--- config.mk ---
export PLATFORM = sky130hd
export DESIGN_NAME = dsp_adpcm_decoder_core
export DESIGN_NICKNAME = d
export VERILOG_FILES = /design/src/rtl/adpcm_pkg.sv /design/src/rtl/dsp_adpcm_decoder_core.sv /design/src/rtl/adpcm_coef_regs.sv /design/src/rtl/adpcm_sample_calc.sv
export SDC_FILE = /design/constraint.sdc
export NUM_CORES = 2
export LEC_CHECK = 0
export BUFFER_PORTS_ARGS = -buffer_cell sky130_fd_sc_hd__buf_4
export CORE_MARGIN = 4
export CORE_UTILIZATION = 40
export CTS_CLUSTER_SIZE = 25
export DETAILED_ROUTE_END_ITERATION = 10
export SYNTH_ARGS = -nofsm -noshare
export SYNTH_HDL_FRONTEND = slang
export SYNTH_SLANG_ARGS = --single-unit
--- constraint.sdc ---
create_clock -name i_clk -period 12.2 [get_ports i_clk]
set_input_delay 2.44 -clock i_clk [delete_from_list [all_inputs] [get_ports i_clk]]
set_output_delay 2.44 -clock i_clk [all_outputs]
set_load 0.01 [all_outputs]
--- src/rtl/adpcm_pkg.sv ---
// ----------------------------------------------------------------------------
// ADPCM decoder package
// Shared widths, types and register indexes of the ADPCM decoder core.
// ----------------------------------------------------------------------------
package adpcm_pkg;

    // Configuration port
    localparam int CFG_IDX_W  = 3;
    localparam int CFG_DATA_W = 64;

    // Register indexes
    localparam logic [CFG_IDX_W-1:0] REG_COEF_PACK_A = 3'd0;
    localparam logic [CFG_IDX_W-1:0] REG_COEF_PACK_B = 3'd1;
    localparam logic [CFG_IDX_W-1:0] REG_COEF_PACK_C = 3'd2;
    localparam logic [CFG_IDX_W-1:0] REG_COEF_PACK_D = 3'd3;
    localparam logic [CFG_IDX_W-1:0] REG_START_NEWER = 3'd4;
    localparam logic [CFG_IDX_W-1:0] REG_START_OLDER = 3'd5;

    // Stream widths
    localparam int BYTE_W   = 8;
    localparam int PCM_W    = 16;
    localparam int NIBBLE_W = 4;
    localparam int POS_W    = 3;

    typedef logic signed [PCM_W-1:0] t_pcm;
    typedef logic [NIBBLE_W-1:0]     t_nibble;

    // Predictor settings for the current header
    typedef struct packed {
        t_pcm c1;
        t_pcm c2;
        t_pcm start_newer;
        t_pcm start_older;
    } t_pred_cfg;

endpackage

--- src/rtl/dsp_adpcm_decoder_core.sv ---
// ----------------------------------------------------------------------------
// ADPCM decoder core
// Decodes 4-bit ADPCM frames of 8 bytes into saturated 16-bit PCM samples.
// ----------------------------------------------------------------------------
// Usage:
//   Input stream: one encoded byte per transaction on i_s_tdata. i_s_tuser
//   restarts the stream (history reloaded from the start registers, byte taken
//   as a frame header); i_s_tlast marks the stream end, so that data byte
//   yields only its high-nibble sample.
//   Output stream: one PCM sample per transaction; o_m_tlast flags the final
//   sample of its byte.
//   Header bytes produce nothing. A data byte yields one sample per cycle
//   through the single sample unit when the receiver does not stall; the history
//   dependency between the two samples of a byte serializes them.
//   A sample appears on the output in the cycle after its calculation cycle.
//   A taken byte passes the byte register, its samples the output register.
//   When the receiver stalls, the output register holds its sample, the
//   sample unit waits, and o_s_tready drops once the byte in work is pending.
//   Reset clears history, header, frame position and all configuration.
//   Configuration writes go through i_cfg_we/i_cfg_index/i_cfg_data; the user
//   must write only while the core is idle, which the core does not enforce.
// ----------------------------------------------------------------------------
module dsp_adpcm_decoder_core (
    input  logic                              i_clk,
    input  logic                              i_rst_n,
    // Configuration
    input  logic                              i_cfg_we,
    input  logic [adpcm_pkg::CFG_IDX_W-1:0]   i_cfg_index,
    input  logic [adpcm_pkg::CFG_DATA_W-1:0]  i_cfg_data,
    // Encoded stream
    input  logic                              i_s_tvalid,
    output logic                              o_s_tready,
    input  logic [7:0]                        i_s_tdata,   // [7:0] stream_byte
    input  logic                              i_s_tuser,   // [0] restart
    input  logic                              i_s_tlast,   // final_half
    // PCM stream
    output logic                              o_m_tvalid,
    input  logic                              i_m_tready,
    output logic [15:0]                       o_m_tdata,   // [15:0] pcm_sample
    output logic                              o_m_tlast    // last_of_byte
);
    import adpcm_pkg::*;

    // Decoder state
    t_pcm              r_hist_newer, n_hist_newer;
    t_pcm              r_hist_older, n_hist_older;
    logic [BYTE_W-1:0] r_header,     n_header;
    logic [POS_W-1:0]  r_pos,        n_pos;
    // Byte in work
    logic              r_busy,       n_busy;
    logic [BYTE_W-1:0] r_byte,       n_byte;
    logic              r_final,      n_final;
    logic              r_phase,      n_phase;
    // Output register
    logic              r_out_valid,  n_out_valid;
    t_pcm              r_out_pcm,    n_out_pcm;
    logic              r_out_last,   n_out_last;

    t_pred_cfg         w_pred_cfg;
    t_nibble           w_nibble;
    t_pcm              w_sample;
    logic              w_step;
    logic              w_done;
    logic              w_accept;
    logic [POS_W-1:0]  w_pos_eff;

    adpcm_coef_regs u_coef_regs (
        .i_clk       (i_clk),
        .i_rst_n     (i_rst_n),
        .i_cfg_we    (i_cfg_we),
        .i_cfg_index (i_cfg_index),
        .i_cfg_data  (i_cfg_data),
        .i_pair      (r_header[6:4]),
        .o_pred_cfg  (w_pred_cfg)
    );

    // High nibble first, then low nibble
    assign w_nibble = r_phase ? r_byte[3:0] : r_byte[7:4];

    adpcm_sample_calc u_sample_calc (
        .i_nibble (w_nibble),
        .i_shift  (r_header[3:0]),
        .i_c1     (w_pred_cfg.c1),
        .i_c2     (w_pred_cfg.c2),
        .i_newer  (r_hist_newer),
        .i_older  (r_hist_older),
        .o_sample (w_sample)
    );

    // Handshake
    assign w_step     = r_busy && (!r_out_valid || i_m_tready);
    assign w_done     = w_step && (r_phase || r_final);
    assign o_s_tready = !r_busy || w_done;
    assign w_accept   = i_s_tvalid && o_s_tready;
    assign w_pos_eff  = i_s_tuser ? '0 : r_pos;

    always_comb begin
        n_hist_newer = r_hist_newer;
        n_hist_older = r_hist_older;
        n_header     = r_header;
        n_pos        = r_pos;
        n_busy       = r_busy;
        n_byte       = r_byte;
        n_final      = r_final;
        n_phase      = r_phase;
        n_out_valid  = r_out_valid;
        n_out_pcm    = r_out_pcm;
        n_out_last   = r_out_last;

        // Drain the output register
        if (i_m_tready) begin
            n_out_valid = 1'b0;
        end

        // Produce one sample and shift history
        if (w_step) begin
            n_out_valid  = 1'b1;
            n_out_pcm    = w_sample;
            n_out_last   = r_phase || r_final;
            n_hist_older = r_hist_newer;
            n_hist_newer = w_sample;
            if (w_done) begin
                n_busy = 1'b0;
            end else begin
                n_phase = 1'b1;
            end
        end

        // Take a new byte; restart reloads history after any sample above
        if (w_accept) begin
            if (i_s_tuser) begin
                n_hist_newer = w_pred_cfg.start_newer;
                n_hist_older = w_pred_cfg.start_older;
            end
            if (w_pos_eff == '0) begin
                n_header = i_s_tdata;
                n_pos    = POS_W'(1);
            end else begin
                n_pos   = w_pos_eff + POS_W'(1);
                n_busy  = 1'b1;
                n_byte  = i_s_tdata;
                n_final = i_s_tlast;
                n_phase = 1'b0;
            end
        end
    end

    always_ff @(posedge i_clk) begin
        if (!i_rst_n) begin
            r_hist_newer <= '0;
            r_hist_older <= '0;
            r_header     <= '0;
            r_pos        <= '0;
            r_busy       <= 1'b0;
            r_phase      <= 1'b0;
            r_out_valid  <= 1'b0;
        end else begin
            r_hist_newer <= n_hist_newer;
            r_hist_older <= n_hist_older;
            r_header     <= n_header;
            r_pos        <= n_pos;
            r_busy       <= n_busy;
            r_phase      <= n_phase;
            r_out_valid  <= n_out_valid;
        end
    end

    // Payload registers
    always_ff @(posedge i_clk) begin
        r_byte     <= n_byte;
        r_final    <= n_final;
        r_out_pcm  <= n_out_pcm;
        r_out_last <= n_out_last;
    end

    assign o_m_tvalid = r_out_valid;
    assign o_m_tdata  = r_out_pcm;
    assign o_m_tlast  = r_out_last;

endmodule

--- src/rtl/adpcm_coef_regs.sv ---
// ----------------------------------------------------------------------------
// ADPCM coefficient registers
// Holds the coefficient packs and restart history, selects the pair for the
// current header.
// ----------------------------------------------------------------------------
module adpcm_coef_regs (
    input  logic                              i_clk,
    input  logic                              i_rst_n,
    input  logic                              i_cfg_we,
    input  logic [adpcm_pkg::CFG_IDX_W-1:0]   i_cfg_index,
    input  logic [adpcm_pkg::CFG_DATA_W-1:0]  i_cfg_data,
    input  logic [2:0]                        i_pair,
    output adpcm_pkg::t_pred_cfg              o_pred_cfg
);
    import adpcm_pkg::*;

    logic [CFG_DATA_W-1:0] r_pack [4];
    t_pcm                  r_start_newer;
    t_pcm                  r_start_older;
    logic [CFG_DATA_W-1:0] w_pack;

    // Write registers; indexes beyond the list are dropped
    always_ff @(posedge i_clk) begin
        if (!i_rst_n) begin
            r_pack[0]     <= '0;
            r_pack[1]     <= '0;
            r_pack[2]     <= '0;
            r_pack[3]     <= '0;
            r_start_newer <= '0;
            r_start_older <= '0;
        end else if (i_cfg_we) begin
            case (i_cfg_index)
                REG_COEF_PACK_A: r_pack[0] <= i_cfg_data;
                REG_COEF_PACK_B: r_pack[1] <= i_cfg_data;
                REG_COEF_PACK_C: r_pack[2] <= i_cfg_data;
                REG_COEF_PACK_D: r_pack[3] <= i_cfg_data;
                REG_START_NEWER: r_start_newer <= t_pcm'(i_cfg_data[PCM_W-1:0]);
                REG_START_OLDER: r_start_older <= t_pcm'(i_cfg_data[PCM_W-1:0]);
                default: ;
            endcase
        end
    end

    // Pair p sits in pack p/2, upper or lower half by the low bit of p
    assign w_pack = r_pack[i_pair[2:1]];

    always_comb begin
        if (i_pair[0]) begin
            o_pred_cfg.c1 = t_pcm'(w_pack[47:32]);
            o_pred_cfg.c2 = t_pcm'(w_pack[63:48]);
        end else begin
            o_pred_cfg.c1 = t_pcm'(w_pack[15:0]);
            o_pred_cfg.c2 = t_pcm'(w_pack[31:16]);
        end
        o_pred_cfg.start_newer = r_start_newer;
        o_pred_cfg.start_older = r_start_older;
    end

endmodule

--- src/rtl/adpcm_sample_calc.sv ---
// ----------------------------------------------------------------------------
// ADPCM sample calculation
// One sample: scaled nibble plus rounded second-order prediction, saturated.
// ----------------------------------------------------------------------------
module adpcm_sample_calc (
    input  adpcm_pkg::t_nibble i_nibble,
    input  logic [3:0]         i_shift,
    input  adpcm_pkg::t_pcm    i_c1,
    input  adpcm_pkg::t_pcm    i_c2,
    input  adpcm_pkg::t_pcm    i_newer,
    input  adpcm_pkg::t_pcm    i_older,
    output adpcm_pkg::t_pcm    o_sample
);
    import adpcm_pkg::*;

    localparam logic signed [23:0] SAT_MAX = 24'sd32767;
    localparam logic signed [23:0] SAT_MIN = -24'sd32768;

    logic signed [31:0] w_prod1;
    logic signed [31:0] w_prod2;
    logic signed [33:0] w_acc;
    logic signed [22:0] w_pred;
    logic signed [19:0] w_scaled;
    logic signed [23:0] w_sum;

    // Prediction with rounding offset, floor shift by 11
    assign w_prod1 = i_c1 * i_newer;
    assign w_prod2 = i_c2 * i_older;
    assign w_acc   = 34'(w_prod1) + 34'(w_prod2) + 34'sd1024;
    assign w_pred  = w_acc[33:11];

    // Sign-extended nibble times a power-of-two scale
    assign w_scaled = $signed({{16{i_nibble[3]}}, i_nibble}) <<< i_shift;

    assign w_sum = 24'(w_pred) + 24'(w_scaled);

    // Clamp to 16 bits
    always_comb begin
        if (w_sum > SAT_MAX) begin
            o_sample = t_pcm'(SAT_MAX[PCM_W-1:0]);
        end else if (w_sum < SAT_MIN) begin
            o_sample = t_pcm'(SAT_MIN[PCM_W-1:0]);
        end else begin
            o_sample = t_pcm'(w_sum[PCM_W-1:0]);
        end
    end

endmodule

==> flow_summary.yaml <==
sta:
  rsz0062_at_grt: "no"
  drv_slew: 0
  min_period_ns: 11.60
  setup_violations: 0
  hold_violations: 0
  skew_ns: 0.0314
  post-route-period-util_pct: 95.1
  tightest_slew_ns: 1.16
  slew_headroom_pct: 22.8
  setup_tns_ns: 0
  fmax_mhz: 86.2
min_path:
  hold_end: "u_coef_regs.r_start_older[4]"
  hold_class: "reg2reg"
  hold_start: "u_coef_regs.r_start_older[4]"
  whs_path_depth: 2
detailed_routing:
  ant_nets: 0
  drc_errors: 0
  vias: 24000
  firstDrtPassIters: 7
  via_per_inst: 5.04
  initialDrtViolationCount: 1777
  wirelength_microns: 99600
  routedWlPerCell_microns: 20.9
floorplan:
  ios: 101
  initial_core_util_pct: 40.4
  placement_rows: 111
  design.core.area_sq_um: 91900
  die_h_microns: 313
  die_area_sq_um: 97800
  die_w_microns: 313
setup_path:
  crit_path_end_kind: "flip-flop"
  reg2reg_slack_ns: 0.60
  crit_fanout: 16
  required_ns: 12.67
  start_kind: "flip-flop"
  max_stage_delay_ns: 0.67
  r2r_end: "r_hist_newer[6]"
  critPathKind: "reg2reg"
  crit_top_cell: "fa_1"
  arrival_ns: 12.07
  slowest_stage: "or4_4"
  reg2reg_depth: 40
grt:
  grt_max_degree: 69
  globalRoute.totalOverflow: 0
  grt.busiest_layer: "met2"
  antenna_found_initial: 6
  grt_pass1_vias: 25900
  grt.met3_usage_pct: 3.87
  grtUsageTotal_pct: 20.7
  grt_pass1_wl_microns: 157000
  gr-usage-met1_pct: 30.0
  met2_usage_pct: 33.3
clock_tree:
  ctsHoldBuffers: 0
  clock-sinks: 361
  clk_pin_slew_ns: 0.07
  cts_max_path_buffers: 3
  insertion_delay_ns: 0.56
  cts-buffers-inserted: 36
  root_buffer: "clkbuf_16"
  htreeDepth: 2
  cts_tree: "built"
yosys:
  synthMostInstantiatedCell: "inv_1"
  yosysUniqueCellTypes: 75
  ys_warn_count: 0
  synth-edff-count: 282
  syn_avg_cell_area_sq_um: 10.9
  synth_cells: 3421
  ys_seq_area_share_pct: 27.1
  yosys.area.top_type_share_pct: 32.0
  synth-seq-cells: 361
  async_flop_share_pct: 0
  syn-cell-area_sq_um: 37100
  synth_top_cell_by_area: "fa_1"
  yosys_most_used_dff: "edfxtp_1"
  synthTopCellsByArea: "fa_1, edfxtp_1, and2_1"
  syn_nets: 4269
  yosys-top-cells-count: "inv_1, fa_1, and2_1"
layout:
  finalNonFillerCells: 4768
  area_growth_pct: 9.75
  ff_latch_area_sq_um: 10100
  fillers: 8810
  drive_gt1_share_pct: 11.0
  final_nets: 4343
  multiInputGateArea_sq_um: 24300
placement:
  hpwl_microns: 76200
  io_buffers: 100
  placed_cells: 4690
  globalplace.congestion: 0.926
run:
  maxCapViolCount: 0
run_status:
  status: "finished clean"
cell families (layout without fill, tap and decap cells):
kind of cell	Yosys count	count (layout)	synth area share [%]
buffers and inverters	770	871	7.89
xor gates and xnor gates	53	53	1.27
adders and majority gates	766	766	37.8
and+or+nand+nor	1101	1101	16.0
other	0	3	0
AOI/OAI and AO/OA	258	258	4.76
muxes	112	112	5.18
DFF	361	361	27.1
metrics by stage:
| step | hold WS (ns) | util, % | instance area [sq um] | setup slack, ns |
|---|---|---|---|---|
| final | 0.455 | 44.3 | 40800 | 0.601 |
| after global routing | 0.473 | 44.3 | 40800 | 0.0439 |
| after CTS | 0.456 | 44.2 | 40700 | 0.150 |
| after detailed placement | 0.447 | 43.0 | 39500 | 0.201 |
| after global placement | 0.443 | 43.0 | 39500 | 0.253 |
| after floorplan | 0.432 | - | 37100 | 0.784 |
cell usage in the layout (no fill, tap or decap), drive strengths merged, types with 28 or more instances in the layout:
| cell type | Yosys | layout |
|---|---|---|
| a21oi | 105 | 105 |
| and2 | 407 | 407 |
| buf | 15 | 183 |
| clkbuf | 132 | 51 |
| dfxtp | 79 | 79 |
| edfxtp | 282 | 282 |
| fa | 594 | 594 |
| ha | 172 | 172 |
| inv | 621 | 625 |
| mux2i | 28 | 28 |
| mux4 | 62 | 62 |
| nand2 | 294 | 294 |
| nand2b | 64 | 64 |
| nor2 | 114 | 114 |
| nor2b | 140 | 140 |
| o21ai | 36 | 36 |
| xnor2 | 39 | 39 |
sequential cells by signal, indices dropped and copies added, names as in the netlist, named ones only:
| signal | cells |
|---|---|
| o_m_tdata | 16 |
| o_m_tlast | 1 |
| o_m_tvalid | 1 |
| r_busy | 1 |
| r_byte | 8 |
| r_final | 1 |
| r_header | 7 |
| r_hist_newer | 16 |
| r_hist_older | 16 |
| r_phase | 1 |
| r_pos | 3 |
| u_coef_regs.r_pack | 256 |
| u_coef_regs.r_start_newer | 16 |
| u_coef_regs.r_start_older | 16 |
worst max-delay path, delay by kind of cell (launching register included):
family                     cells  cell delay [ns]
xor gates and xnor gates       1             0.09
adders and majority gates     10             4.77
buffers and inverters          7             0.53
DFF                            1             0.54
muxes                          2             0.95
and+or+nand+nor                7             1.56
AOI/OAI and AO/OA             13             3.08
worst max path at each step:
stage | endpoint | start | slack, ns | depth (start not counted)
2_1_floorplan | r_hist_newer[6] | flip-flop | 0.78 | 42
3_3_place_gp | o_m_tdata[2] | flip-flop | 0.25 | 42
3_5_place_dp | r_hist_newer[6] | flip-flop | 0.20 | 38
4_1_cts | o_m_tdata[6] | flip-flop | 0.15 | 37
5_1_grt | r_hist_newer[2] | flip-flop | 0.04 | 40
6_report | r_hist_newer[6] | flip-flop | 0.60 | 40
area by class of cell:
| type | count | area share [%] |
|---|---|---|
| Antenna cell | 3 | 0.0184 |
| Inverter | 623 | 5.74 |
| Sequential cell | 361 | 24.7 |
| Clock inverter | 14 | 0.313 |
| Multi-Input combinational cell | 2290 | 59.5 |
| Tap cell | 1243 | 3.82 |
| Timing Repair Buffer | 183 | 3.41 |
| Clock buffer | 51 | 2.52 |
metal layers:
metal	share of wire [%]	up-vias
met4	1.6	2
li1	-	10900
met1	45	12400
met3	6.6	106
met2	47	678
met5	0.013	-
repair_timing:
action                                  4_1_cts  5_1_grt
gates resized for setup                       0        4
setup buffers                                 0       10
endpoints found under the setup margin        0       30
Power is not shown: default switching activity piles up to over one toggle a cycle in this logic, so the estimate is an artifact.
